`config.mk`:
```
export PLATFORM = sky130hd
export DESIGN_NAME = trickle_interval_timer_core
export DESIGN_NICKNAME = d
export VERILOG_FILES = /design/src/rtl/tiv_pkg.sv /design/src/rtl/tiv_mod_unit.sv /design/src/rtl/tiv_datapath.sv /design/src/rtl/tiv_ctrl.sv /design/src/rtl/trickle_interval_timer_core.sv
export SDC_FILE = /design/constraint.sdc
export NUM_CORES = 1
export LEC_CHECK = 0
export ABC_AREA = 0
export BUFFER_PORTS_ARGS = -buffer_cell sky130_fd_sc_hd__buf_2
export CAP_MARGIN = 20
export CORE_UTILIZATION = 64
export DETAILED_ROUTE_END_ITERATION = 6
export PLACE_DENSITY = 0.83
export SLEW_MARGIN = 30
export SYNTH_ARGS = -nofsm -noshare
export SYNTH_HDL_FRONTEND = slang
export SYNTH_SLANG_ARGS = --single-unit
```
`constraint.sdc`:
```
create_clock -name clk -period 6.5 [get_ports clk]
set_clock_uncertainty 0.1 [all_clocks]
set_input_delay 1.3 -clock clk [delete_from_list [all_inputs] [get_ports clk]]
set_output_delay 1.3 -clock clk [all_outputs]
set_load 0.01 [all_outputs]
```
`src/rtl/tiv_pkg.sv`:
```
`default_nettype none
package tiv_pkg;

  localparam int TIME_W    = 32;
  localparam int RAND_W    = 32;
  localparam int OUT_W     = 32;
  localparam int MIN_W     = 16;
  localparam int DBL_W     = 5;
  localparam int CFG_W     = 16;
  localparam int CFG_IDX_W = 1;
  localparam int SH_W      = MIN_W + (2 ** DBL_W) - 1;
  localparam int EXT_W     = SH_W + TIME_W;
  localparam int CNT_W     = $clog2(RAND_W + 1);

  localparam logic [MIN_W-1:0] MIN_RESET = MIN_W'(1000);
  localparam logic [DBL_W-1:0] DBL_RESET = DBL_W'(8);

  localparam logic [CFG_IDX_W-1:0] CFG_INTERVAL_MIN  = CFG_IDX_W'(0);
  localparam logic [CFG_IDX_W-1:0] CFG_MAX_DOUBLINGS = CFG_IDX_W'(1);

  typedef enum logic [1:0] {
    ACT_TICK  = 2'd0,
    ACT_START = 2'd1,
    ACT_RESET = 2'd2,
    ACT_STOP  = 2'd3
  } tiv_action_t;

  typedef struct packed {
    logic load_in;
    logic start_draw_i;
    logic set_min;
    logic stop;
    logic tick;
    logic dbl;
    logic start_draw_s;
    logic use_swap;
    logic commit_i;
    logic commit_s;
    logic load_out;
  } tiv_cmd_t;

  typedef struct packed {
    tiv_action_t action;
    logic        running;
    logic        tick_wrap;
    logic        mod_busy;
    logic        mod_done;
  } tiv_sts_t;

endpackage
`default_nettype wire

```
`src/rtl/tiv_mod_unit.sv`:
```
`default_nettype none
module tiv_mod_unit (
  input  wire logic                        clk,
  input  wire logic                        rst_n,
  input  wire logic                        start,
  input  wire logic [tiv_pkg::RAND_W-1:0]  dividend,
  input  wire logic [tiv_pkg::TIME_W-1:0]  divisor,
  output logic                             busy,
  output logic                             done,
  output logic [tiv_pkg::TIME_W-1:0]       remainder
);
  import tiv_pkg::*;

  logic              busy_r, busy_nxt;
  logic              done_r, done_nxt;
  logic [CNT_W-1:0]  cnt_r, cnt_nxt;
  logic [RAND_W-1:0] div_r, div_nxt;
  logic [TIME_W-1:0] dsr_r, dsr_nxt;
  logic [TIME_W-1:0] rem_r, rem_nxt;
  logic [TIME_W:0]   shifted;
  logic [TIME_W:0]   diff;

  // one quotient bit per cycle, restoring form
  assign shifted = {rem_r, div_r[RAND_W-1]};
  assign diff    = shifted - {1'b0, dsr_r};

  always_comb begin
    busy_nxt = busy_r;
    done_nxt = 1'b0;
    cnt_nxt  = cnt_r;
    div_nxt  = div_r;
    dsr_nxt  = dsr_r;
    rem_nxt  = rem_r;
    if (start) begin
      busy_nxt = 1'b1;
      cnt_nxt  = CNT_W'(RAND_W);
      div_nxt  = dividend;
      dsr_nxt  = divisor;
      rem_nxt  = '0;
    end else if (busy_r) begin
      div_nxt = {div_r[RAND_W-2:0], 1'b0};
      rem_nxt = (shifted >= {1'b0, dsr_r}) ? diff[TIME_W-1:0] : shifted[TIME_W-1:0];
      cnt_nxt = cnt_r - CNT_W'(1);
      if (cnt_r == CNT_W'(1)) begin
        busy_nxt = 1'b0;
        done_nxt = 1'b1;
      end
    end
  end

  always_ff @(posedge clk) begin
    if (!rst_n) begin
      busy_r <= 1'b0;
      done_r <= 1'b0;
      cnt_r  <= '0;
    end else begin
      busy_r <= busy_nxt;
      done_r <= done_nxt;
      cnt_r  <= cnt_nxt;
    end
    div_r <= div_nxt;
    dsr_r <= dsr_nxt;
    rem_r <= rem_nxt;
  end

  assign busy      = busy_r;
  assign done      = done_r;
  assign remainder = rem_r;

  a_start_busy: assert property (@(posedge clk) disable iff (!rst_n)
    start |=> busy_r)
    else $error("remainder unit not busy after start");

  a_done_after_busy: assert property (@(posedge clk) disable iff (!rst_n)
    done_r |-> ($past(busy_r) && !busy_r))
    else $error("done without a finished run");

endmodule
`default_nettype wire

```
`src/rtl/tiv_datapath.sv`:
```
`default_nettype none
module tiv_datapath (
  input  wire logic                           clk,
  input  wire logic                           rst_n,
  input  wire logic                           cfg_we,
  input  wire logic [tiv_pkg::CFG_IDX_W-1:0]  cfg_index,
  input  wire logic [tiv_pkg::CFG_W-1:0]      cfg_data,
  input  wire logic [1:0]                     in_action,
  input  wire logic [tiv_pkg::RAND_W-1:0]     in_random_word,
  input  wire tiv_pkg::tiv_cmd_t              cmd,
  output tiv_pkg::tiv_sts_t                   sts,
  output logic                                out_send_advert,
  output logic [tiv_pkg::OUT_W-1:0]           out_interval_now,
  output logic                                out_is_running
);
  import tiv_pkg::*;

  logic [MIN_W-1:0]  imin_r;
  logic [DBL_W-1:0]  max_dbl_r;
  tiv_action_t       action_r;
  logic [RAND_W-1:0] rand_r;
  logic              running_r;
  logic [TIME_W-1:0] interval_r;
  logic [TIME_W-1:0] send_time_r;
  logic [TIME_W-1:0] elapsed_r;
  logic [TIME_W-1:0] lo_r;
  logic              send_r;
  logic              o_send_r;
  logic [OUT_W-1:0]  o_interval_r;
  logic              o_running_r;

  logic [MIN_W-1:0]        min_fix;
  logic [TIME_W-1:0]       eff_min;
  logic [EXT_W-1:0]        max_shift;
  logic [TIME_W-1:0]       eff_max;
  logic [TIME_W-1:0]       elapsed_inc;
  logic [TIME_W-1:0]       s_lo, s_hi;
  logic [TIME_W-1:0]       doubled;
  logic [RAND_W-1:0]       swapped;
  logic                    mod_start;
  logic [RAND_W-1:0]       mod_dividend;
  logic [TIME_W-1:0]       mod_divisor;
  logic                    mod_busy, mod_done;
  logic [TIME_W-1:0]       mod_rem;
  logic [OUT_W+TIME_W-1:0] interval_ext;

  assign min_fix   = (imin_r == '0) ? MIN_W'(1) : imin_r;
  assign eff_min   = TIME_W'(min_fix);
  assign max_shift = EXT_W'(min_fix) << max_dbl_r;
  // saturate the maximum at the widest time value
  assign eff_max   = (|max_shift[EXT_W-1:TIME_W]) ? '1 : max_shift[TIME_W-1:0];

  assign elapsed_inc = elapsed_r + TIME_W'(1);

  always_comb begin
    s_lo = interval_r >> 1;
    s_hi = interval_r - TIME_W'(1);
    if (s_lo == '0) s_lo = TIME_W'(1);
    if (s_hi == '0) s_hi = TIME_W'(1);
  end

  assign doubled = (interval_r > (eff_max >> 1)) ? eff_max : (interval_r << 1);
  assign swapped = {rand_r[RAND_W/2-1:0], rand_r[RAND_W-1:RAND_W/2]};

  assign mod_start    = cmd.start_draw_i || cmd.start_draw_s;
  assign mod_dividend = (cmd.start_draw_s && cmd.use_swap) ? swapped : rand_r;
  assign mod_divisor  = cmd.start_draw_i ? (eff_max - eff_min + TIME_W'(1))
                                         : (s_hi - s_lo + TIME_W'(1));

  tiv_mod_unit u_mod (
    .clk       (clk),
    .rst_n     (rst_n),
    .start     (mod_start),
    .dividend  (mod_dividend),
    .divisor   (mod_divisor),
    .busy      (mod_busy),
    .done      (mod_done),
    .remainder (mod_rem)
  );

  always_ff @(posedge clk) begin
    if (!rst_n) begin
      imin_r      <= MIN_RESET;
      max_dbl_r   <= DBL_RESET;
      running_r   <= 1'b0;
      interval_r  <= '0;
      send_time_r <= '0;
      elapsed_r   <= '0;
    end else begin
      if (cfg_we) begin
        case (cfg_index)
          CFG_INTERVAL_MIN:  imin_r    <= cfg_data[MIN_W-1:0];
          CFG_MAX_DOUBLINGS: max_dbl_r <= cfg_data[DBL_W-1:0];
          default: ;
        endcase
      end
      if (cmd.start_draw_i) begin
        elapsed_r <= '0;
        running_r <= 1'b1;
      end
      if (cmd.set_min) begin
        interval_r <= eff_min;
        elapsed_r  <= '0;
        running_r  <= 1'b1;
      end
      if (cmd.stop) running_r <= 1'b0;
      if (cmd.tick) elapsed_r <= sts.tick_wrap ? '0 : elapsed_inc;
      if (cmd.dbl) interval_r <= doubled;
      if (cmd.commit_i) interval_r <= lo_r + mod_rem;
      if (cmd.commit_s) send_time_r <= lo_r + mod_rem;
    end
  end

  always_ff @(posedge clk) begin
    if (cmd.load_in) begin
      action_r <= tiv_action_t'(in_action);
      rand_r   <= in_random_word;
    end
    if (cmd.start_draw_i) lo_r <= eff_min;
    else if (cmd.start_draw_s) lo_r <= s_lo;
    if (cmd.load_in) send_r <= 1'b0;
    else if (cmd.tick) send_r <= (elapsed_inc == send_time_r);
    if (cmd.load_out) begin
      o_send_r     <= send_r;
      o_interval_r <= interval_ext[OUT_W-1:0];
      o_running_r  <= running_r;
    end
  end

  assign interval_ext = {{OUT_W{1'b0}}, interval_r};

  assign sts.action    = action_r;
  assign sts.running   = running_r;
  assign sts.tick_wrap = (elapsed_inc >= interval_r);
  assign sts.mod_busy  = mod_busy;
  assign sts.mod_done  = mod_done;

  assign out_send_advert  = o_send_r;
  assign out_interval_now = o_interval_r;
  assign out_is_running   = o_running_r;

endmodule
`default_nettype wire

```
`src/rtl/tiv_ctrl.sv`:
```
`default_nettype none
module tiv_ctrl (
  input  wire logic               clk,
  input  wire logic               rst_n,
  input  wire logic               in_valid,
  output logic                    in_ready,
  output logic                    out_valid,
  input  wire logic               out_ready,
  input  wire tiv_pkg::tiv_sts_t  sts,
  output tiv_pkg::tiv_cmd_t       cmd
);
  import tiv_pkg::*;

  typedef enum logic [6:0] {
    ST_IDLE       = 7'b0000001,
    ST_DECODE     = 7'b0000010,
    ST_WAIT_I     = 7'b0000100,
    ST_DOUBLE     = 7'b0001000,
    ST_SEND_SETUP = 7'b0010000,
    ST_WAIT_S     = 7'b0100000,
    ST_DONE       = 7'b1000000
  } state_t;

  state_t state_r, state_nxt;
  logic   out_valid_r, out_valid_nxt;

  always_comb begin
    state_nxt     = state_r;
    out_valid_nxt = out_valid_r && !out_ready;
    cmd           = '0;
    in_ready      = (state_r == ST_IDLE);
    case (state_r)
      ST_IDLE: begin
        if (in_valid) begin
          cmd.load_in = 1'b1;
          state_nxt   = ST_DECODE;
        end
      end
      ST_DECODE: begin
        case (sts.action)
          ACT_START: begin
            cmd.start_draw_i = 1'b1;
            state_nxt        = ST_WAIT_I;
          end
          ACT_RESET: begin
            cmd.set_min = 1'b1;
            state_nxt   = ST_SEND_SETUP;
          end
          ACT_STOP: begin
            cmd.stop  = 1'b1;
            state_nxt = ST_DONE;
          end
          default: begin
            // tick: ignored while stopped
            if (sts.running) begin
              cmd.tick  = 1'b1;
              state_nxt = sts.tick_wrap ? ST_DOUBLE : ST_DONE;
            end else begin
              state_nxt = ST_DONE;
            end
          end
        endcase
      end
      ST_WAIT_I: begin
        if (sts.mod_done) begin
          cmd.commit_i = 1'b1;
          state_nxt    = ST_SEND_SETUP;
        end
      end
      ST_DOUBLE: begin
        cmd.dbl   = 1'b1;
        state_nxt = ST_SEND_SETUP;
      end
      ST_SEND_SETUP: begin
        cmd.start_draw_s = 1'b1;
        cmd.use_swap     = (sts.action == ACT_START);
        state_nxt        = ST_WAIT_S;
      end
      ST_WAIT_S: begin
        if (sts.mod_done) begin
          cmd.commit_s = 1'b1;
          state_nxt    = ST_DONE;
        end
      end
      ST_DONE: begin
        // hold until the output register is free
        if (!out_valid_r || out_ready) begin
          cmd.load_out  = 1'b1;
          out_valid_nxt = 1'b1;
          state_nxt     = ST_IDLE;
        end
      end
      default: state_nxt = ST_IDLE;
    endcase
  end

  always_ff @(posedge clk) begin
    if (!rst_n) begin
      state_r     <= ST_IDLE;
      out_valid_r <= 1'b0;
    end else begin
      state_r     <= state_nxt;
      out_valid_r <= out_valid_nxt;
    end
  end

  assign out_valid = out_valid_r;

  a_one_at_a_time: assert property (@(posedge clk) disable iff (!rst_n)
    (in_valid && in_ready) |=> !in_ready)
    else $error("second request taken while one is in flight");

  a_done_delivers: assert property (@(posedge clk) disable iff (!rst_n)
    (state_r == ST_DONE && !out_valid_r) |=> (out_valid_r && state_r == ST_IDLE))
    else $error("finished request not placed in output register");

  a_wait_has_draw: assert property (@(posedge clk) disable iff (!rst_n)
    (state_r == ST_WAIT_I || state_r == ST_WAIT_S) |-> (sts.mod_busy || sts.mod_done))
    else $error("waiting on a draw that is not running");

endmodule
`default_nettype wire

```
`src/rtl/trickle_interval_timer_core.sv`:
```
`default_nettype none
// Channel  | Handshake                  | Payload
// ---------+----------------------------+--------------------------------------------------
// input    | in_valid / in_ready        | in_action[1:0], in_random_word[31:0]
// result   | out_valid / out_ready      | out_send_advert, out_interval_now[31:0],
//          |                            | out_is_running
// config   | cfg_we (no wait)           | cfg_index[0], cfg_data[15:0]
//
// One request at a time. Stop and a tick inside the interval need no draw; a tick that
// ends it doubles the interval and draws a send time, reset draws a send time, start an
// interval, then a send time. Each random draw runs a bit-serial remainder unit, one bit
// of the 32-bit word per cycle. Reset is synchronous and active low; timer state clears,
// registers return to an interval minimum of 1000 and 8 doublings. A finished result
// waits in the output register while out_ready is low; the next request is taken then.
module trickle_interval_timer_core (
  input  wire logic                           clk,
  input  wire logic                           rst_n,
  input  wire logic                           in_valid,
  output logic                                in_ready,
  input  wire logic [1:0]                     in_action,
  input  wire logic [tiv_pkg::RAND_W-1:0]     in_random_word,
  output logic                                out_valid,
  input  wire logic                           out_ready,
  output logic                                out_send_advert,
  output logic [tiv_pkg::OUT_W-1:0]           out_interval_now,
  output logic                                out_is_running,
  input  wire logic                           cfg_we,
  input  wire logic [tiv_pkg::CFG_IDX_W-1:0]  cfg_index,
  input  wire logic [tiv_pkg::CFG_W-1:0]      cfg_data
);
  import tiv_pkg::*;

  tiv_cmd_t cmd;
  tiv_sts_t sts;

  tiv_ctrl u_ctrl (
    .clk       (clk),
    .rst_n     (rst_n),
    .in_valid  (in_valid),
    .in_ready  (in_ready),
    .out_valid (out_valid),
    .out_ready (out_ready),
    .sts       (sts),
    .cmd       (cmd)
  );

  tiv_datapath u_dp (
    .clk              (clk),
    .rst_n            (rst_n),
    .cfg_we           (cfg_we),
    .cfg_index        (cfg_index),
    .cfg_data         (cfg_data),
    .in_action        (in_action),
    .in_random_word   (in_random_word),
    .cmd              (cmd),
    .sts              (sts),
    .out_send_advert  (out_send_advert),
    .out_interval_now (out_interval_now),
    .out_is_running   (out_is_running)
  );

endmodule
`default_nettype wire
```
### Word-level counts from Yosys, hierarchy flattened

Cells that the tools add are included.

| cells by class | value |
|---|---|
| reduce and logical (&&, ||, !) cells | 22 |
| $lt $le $gt $ge | 3 |
| multiplexer cells | 52 |
| bitwise operators | 3 |
| shift-type cells | 1 |
| eq/ne operators | 16 |
| add/sub/neg operators | 9 |

Operators with widths:

| operator | number |
|---|---|
| 32-bit two-way mux | 15 |
| 32-bit by 1-bit adder with 32-bit output (second input constant) | 3 |
| 16-bit by 5-bit << shifter with 79-bit output | 1 |
| 32-bit logical NOT | 2 |
| 7-bit one-hot mux with 7 select lines | 1 |
| 16-bit two-way mux | 3 |
| 47-bit OR reduction | 1 |
| 7-bit two-way mux | 6 |
| 33-bit by 32-bit greater-or-equal comparator with 1-bit output | 1 |
| 31-bit by 32-bit adder with 32-bit output | 1 |
| 32-bit == test | 1 |
| 32-bit greater-or-equal comparator | 1 |
| 32-bit by 31-bit > comparator with 1-bit output | 1 |
| 32-bit by 1-bit subtractor with 32-bit output (second input constant) | 1 |
| 32-bit by 16-bit subtractor with 32-bit output | 1 |
| 32-bit by 31-bit subtractor with 32-bit output | 1 |
| 32-bit subtractor | 1 |
| 31-bit two-way mux | 1 |
| 1-bit two-way mux | 21 |
| 7-bit one-hot mux with 3 select lines | 1 |
| 16-bit logical NOT | 1 |
| 6-bit two-way mux | 2 |
| 7-bit by 1-bit == test with 1-bit output (second input constant) | 1 |
| 7-bit by 2-bit == test with 1-bit output (second input constant) | 1 |
| 23 further kinds | 37 |

| word-level totals | value |
|---|---|
| bits of input ports | 56 |
| word-level logic and storage cells | 129 |
| bits in registers | 330 |
| output and inout port bits | 36 |

### Depth between registers and ports, before layout

| depth | value |
|---|---|
| depth after elaboration | 9 |
| mapped depth | 26 |
| depth with buffers taken out | 25 |

### Modules after synthesis

A second synthesis with hierarchy kept.

| unflattened totals | value |
|---|---|
| cell total of the unflattened synthesis | 2867 |
| area, all modules | 25119.1 µm² |

Modules (own cells, without submodules):

| module | area an instance (µm²) | times used | sequential area each (µm²) | cells an instance |
|---|---|---|---|---|
| tiv_datapath | 18680.4 | 1 | 5205.0 | 2235 |
| tiv_mod_unit | 5781.8 | 1 | 2722.6 | 556 |
| tiv_ctrl | 656.9 | 1 | 160.2 | 76 |

### Worst setup path before layout

No wires, ideal clock.

| timing | value |
|---|---|
| path kind | reg-to-reg |
| start | register u_dp.interval_r[5] |
| end | register u_dp.u_mod.dsr_r[31], data pin |
| clock period less this slack | 5.764 ns |
| cell stages (with the launch flop) | 27 |
| buffers on the path | 1 |
| arrival | 5.394 ns |
| path slack | 0.736 ns |
| library setup time | 0.270 ns |
| data required time | 6.130 ns |
| cells stage by stage | dfxtp_1 > clkbuf_1 > nor4_1 > nand2_1 > nor4_1 > and2_1 > nand3_1 > xnor2_1 > or4b_2 > nor4_1 > nand4_1 > nand2b_1 > ha_1 > inv_1 > ha_1 > inv_1 > fa_1 > nor2b_1 > o2111ai_1 > a21boi_0 > o31ai_1 > o22ai_1 > a221o_1 > a41oi_1 > a21oi_1 > xnor2_1 > mux2i_1 |

| between the ends | value |
|---|---|
| cells in the longest elaborated chain, start to end | 6 |
| elaborated cells between the ends (all ways) | 8 |

RTL lines:

| what | line | RTL |
|---|---|---|
| start, declared | tiv_datapath.sv:23 | `logic [TIME_W-1:0] interval_r;` |
| start signal, assigned | tiv_datapath.sv:102 | `interval_r <= eff_min;` |
| start signal, assigned | tiv_datapath.sv:108 | `if (cmd.dbl) interval_r <= doubled;` |
| start signal, assigned | tiv_datapath.sv:109 | `if (cmd.commit_i) interval_r <= lo_r + mod_rem;` |
| 32-bit by 1-bit subtractor with 32-bit output | tiv_datapath.sv:57 | `s_hi = interval_r - TIME_W'(1);` |
| 32-bit logical NOT | tiv_datapath.sv:59 | `if (s_hi == '0) s_hi = TIME_W'(1);` |
| 32-bit two-way mux | tiv_datapath.sv:59 |  |
| 32-bit by 31-bit subtractor with 32-bit output * | tiv_datapath.sv:68 | `: (s_hi - s_lo + TIME_W'(1));` |
| 32-bit by 1-bit adder with 32-bit output * | tiv_datapath.sv:68 |  |
| 32-bit two-way mux * | tiv_datapath.sv:67 | `assign mod_divisor = cmd.start_draw_i ? (eff_max - eff_min + TIME_W'(1))` |
| via u_dp.mod_divisor[31] | tiv_datapath.sv:42 | `logic [TIME_W-1:0] mod_divisor;` |
| end signal, assigned | tiv_mod_unit.sv:62 | `dsr_r <= dsr_nxt;` |
| end, declared | tiv_mod_unit.sv:18 | `logic [TIME_W-1:0] dsr_r, dsr_nxt;` |

The timed path passes the listed nets; every way through them passes the cells marked *.
A chain may end at the register's enable or synchronous reset.

### Worst setup path in the final report

| timing | value |
|---|---|
| start | register u_dp.interval_r[1] |
| end | register u_dp.u_mod.dsr_r[28], data pin |

The elaborated chain is that of the path after synthesis.

==> impl_metrics.tcl <==
set metrics [dict create \
    grt_max_degree 67 \
    async_flop_share_pct 0 \
    slew_headroom_pct 26.4 \
    slew_viol_final 0 \
    cap_violations 0 \
    syn2layout_area_growth_pct 10.4 \
    synth.cell_area_um2 24600 \
    grtUsageTotal_pct 42.7 \
    synth_cell_types 89 \
    ys_seq_area_share_pct 32.9 \
    ir_drop_mv 0.277 \
    critical_path_class "register to register" \
    hpwl_um 63300 \
    tightest_slew_ns 1.09 \
    fmax_ghz 0.158 \
    die-area_um2 39200 \
    wl_per_cell_um 23.8 \
    final_cell_mix "nand2_1 (354), ha_1 (237), a21oi_1 (227)" \
    path_max_fanout 7 \
    syn_avg_cell_area_um2 8.45 \
    endpoint_kind "register" \
    postCtsHoldBufs 0 \
    layout_setup_ws_ns 0.179 \
    syn-num-nets 3208 \
    setup_violations 0 \
    place_ws_ns 0.00795 \
    leakage_nw 11.2 \
    cts_tree "yes" \
    finalHoldViolations 0 \
    grt_antenna_before_repair 1 \
    p_per_area_nw_per_um2 342 \
    cp.arrival_ns 6.49 \
    nets 3279 \
    cts_made_buffers 38 \
    cts.clk_slew.worst_paths_ns 0.06 \
    cts_max_level 2 \
    start_kind "register" \
    final_core_utilization_pct 71.9 \
    clkSinkCount 330 \
    viasPerCell 6.66 \
    min_period_ns 6.32 \
    synth_cells 2910 \
    rows 71 \
    clkLatencyLatePin_ns 0.58 \
    cp.required_ns 6.67 \
    synth_edf_count 148 \
    coreArea_um2 37800 \
    cts_max_path_buffers 3 \
    ios 92 \
    drc 0 \
    drive_above_1_share_pct 10.7 \
    synth_warnings 0 \
    grt_first_pass_wirelength_um 126000 \
    mostFrequentLayoutCell "nand2_1" \
    grt_pass1_vias 21938 \
    gp_congestion 1.08 \
    fin_crit_sh_pct 97.2 \
    synth-seq-cells 330 \
    drt.antenna.violating_nets 0 \
    initial_utilization_pct 65.1 \
    synthFlopType "dfxtp_1" \
    die_y_um 198 \
    drtIter0Drc 2789 \
    cts-root-buf "clkbuf_16" \
    port_buffers 91 \
    fp.dieW_um 198 \
    dr.pass1.iters 6 \
    status "completed" \
    hold_class "register to register" \
    drt_wl_total_um 83900 \
    rsz0062_at_grt "true" \
    vias 23477 \
    overflow 0 \
]
-- routing by layer --
metal	wire, um	up-vias	global-route usage (%)
li1	-	10705	-
met4	6090	0	27.6
met2	36900	1407	66.3
met5	0	-	0
met3	8530	372	9.27
met1	32500	10993	53.7
-- metrics by stage --
stage | total power [mW] | std cells | hold slack [ns] | instance area (um^2) | TNS [ns]
3_5_place_dp | 6.82 | 3451 | 0.328 | 25800 | 0
5_1_grt | 9.69 | 3522 | 0.356 | 27100 | -0.0455
3_3_place_gp | 6.72 | 3450 | 0.339 | 25700 | 0
2_1_floorplan | 5.61 | 2910 | 0.303 | 24600 | 0
4_1_cts | 9.10 | 3521 | 0.346 | 27100 | 0
6_report | 9.28 | 3524 | 0.352 | 27200 | 0
-- where the power goes --
part | internal (mW) | total, mW | leakage (nW) | switching [mW]
clock network | 1.34 | 2.27 | 0.635 | 0.936
logic | 1.70 | 4.36 | 7.78 | 2.66
registers | 2.41 | 2.65 | 2.81 | 0.238
total | 5.44 | 9.28 | 11.2 | 3.84
-- cell families after synthesis --
kind of cell             count (synthesis)  synth area share [%]
multiplexers                            71                  3.58
flip-flops                             330                  32.9
XOR/XNOR                               187                  6.66
buffers and inverters                  346                  5.49
AND/OR/NAND/NOR                        927                  18.0
adder cells (fa/ha/maj)                242                  12.4
AO/OA/AOI/OAI                          807                  21.0
-- synth_stat cells (11+ instances only) --
cell type | count | area [um^2]
edfxtp_1 | 148 | 4440
xor2_1 | 73 | 639
nand2b_1 | 30 | 188
nor3b_1 | 14 | 105
a311oi_1 | 13 | 114
o21ai_0 | 192 | 961
a21o_1 | 52 | 390
and3_1 | 29 | 181
xnor2_1 | 114 | 998
a31oi_1 | 37 | 231
nor4_1 | 25 | 156
nand3_1 | 90 | 450
inv_1 | 206 | 773
clkbuf_1 | 115 | 432
o22ai_1 | 11 | 68.8
nor3_1 | 59 | 295
nand2_1 | 354 | 1330
nor2_1 | 176 | 661
a21oi_1 | 227 | 1140
o21a_1 | 30 | 225
a22oi_1 | 40 | 300
mux2_2 | 23 | 259
ha_1 | 238 | 2980
o31ai_1 | 17 | 128
o21bai_1 | 17 | 128
a221oi_1 | 20 | 175
and2_1 | 12 | 75.1
mux2i_1 | 37 | 370
nor2b_1 | 30 | 188
nand3b_1 | 13 | 97.6
a211oi_1 | 27 | 203
dfxtp_1 | 182 | 3640
buf_2 | 13 | 65.1
nand4_1 | 37 | 231
o211ai_1 | 25 | 188
or3_1 | 19 | 119
-- registers in the layout (all words and copies together) (netlist names), 2 cells and up --
| register | flops |
|---|---|
| u_dp.elapsed_r | 32 |
| u_dp.interval_r | 32 |
| u_dp.out_interval_now | 32 |
| u_dp.rand_r | 32 |
| u_dp.send_time_r | 32 |
| u_dp.u_mod.div_r | 32 |
| u_dp.u_mod.dsr_r | 32 |
| u_dp.u_mod.remainder | 32 |
| u_dp.lo_r | 31 |
| u_dp.imin_r | 16 |
| u_ctrl.state_r | 7 |
| u_dp.u_mod.cnt_r | 6 |
| u_dp.max_dbl_r | 5 |
| u_dp.action_r | 2 |
-- worst max-delay path, stage by stage, from the launching register on --
cell      delay [ns]
dfxtp_1         0.51
inv_1           0.24
ha_2            0.27
nand2_1         0.16
nor2_1          0.07
xnor2_1         0.14
or4_1           0.52
or4b_2          0.64
nor4_1          0.19
nand4_1         0.21
nand2b_1        0.15
ha_1            0.22
inv_1           0.06
ha_1            0.27
a21o_1          0.16
a21oi_1         0.27
o21ai_0         0.27
o21ai_2         0.30
o21ai_0         0.26
o311ai_2        0.41
nand3b_1        0.13
a211oi_1        0.23
or3_1           0.12
o21ai_0         0.11
-- repair_timing --
action                     CTS  global route
cloned                       0             0
pin swaps                    0             1
setup endpoints to repair    1            36
resized for setup            1            14
buffers inserted             0             1
-- final timing paths --
path                                    from                             end  slack (ns)  cells past startpoint
min reg2reg         u_dp.send_r$_SDFFE_PP0P_  u_dp.out_send_advert$_DFFE_PP_        0.35                      0
min                 u_dp.send_r$_SDFFE_PP0P_  u_dp.out_send_advert$_DFFE_PP_        0.35                      0
max reg2reg  u_dp.interval_r[1]$_SDFFE_PN0P_  u_dp.u_mod.dsr_r[28]$_DFFE_PN_        0.18                     23
max          u_dp.interval_r[1]$_SDFFE_PN0P_  u_dp.u_mod.dsr_r[28]$_DFFE_PN_        0.18                     23
-- layout make-up --
type	count	area [um^2]
multi-input cells	2234	15300
fillers	2897	10600
flip-flops and latches	330	8090
clock buffers	54	1120
repair buffers	169	1070
inverters	208	781
well taps	511	639
clock inverters	16	186
diodes	2	5.00
(Power assumes the default switching activity.)
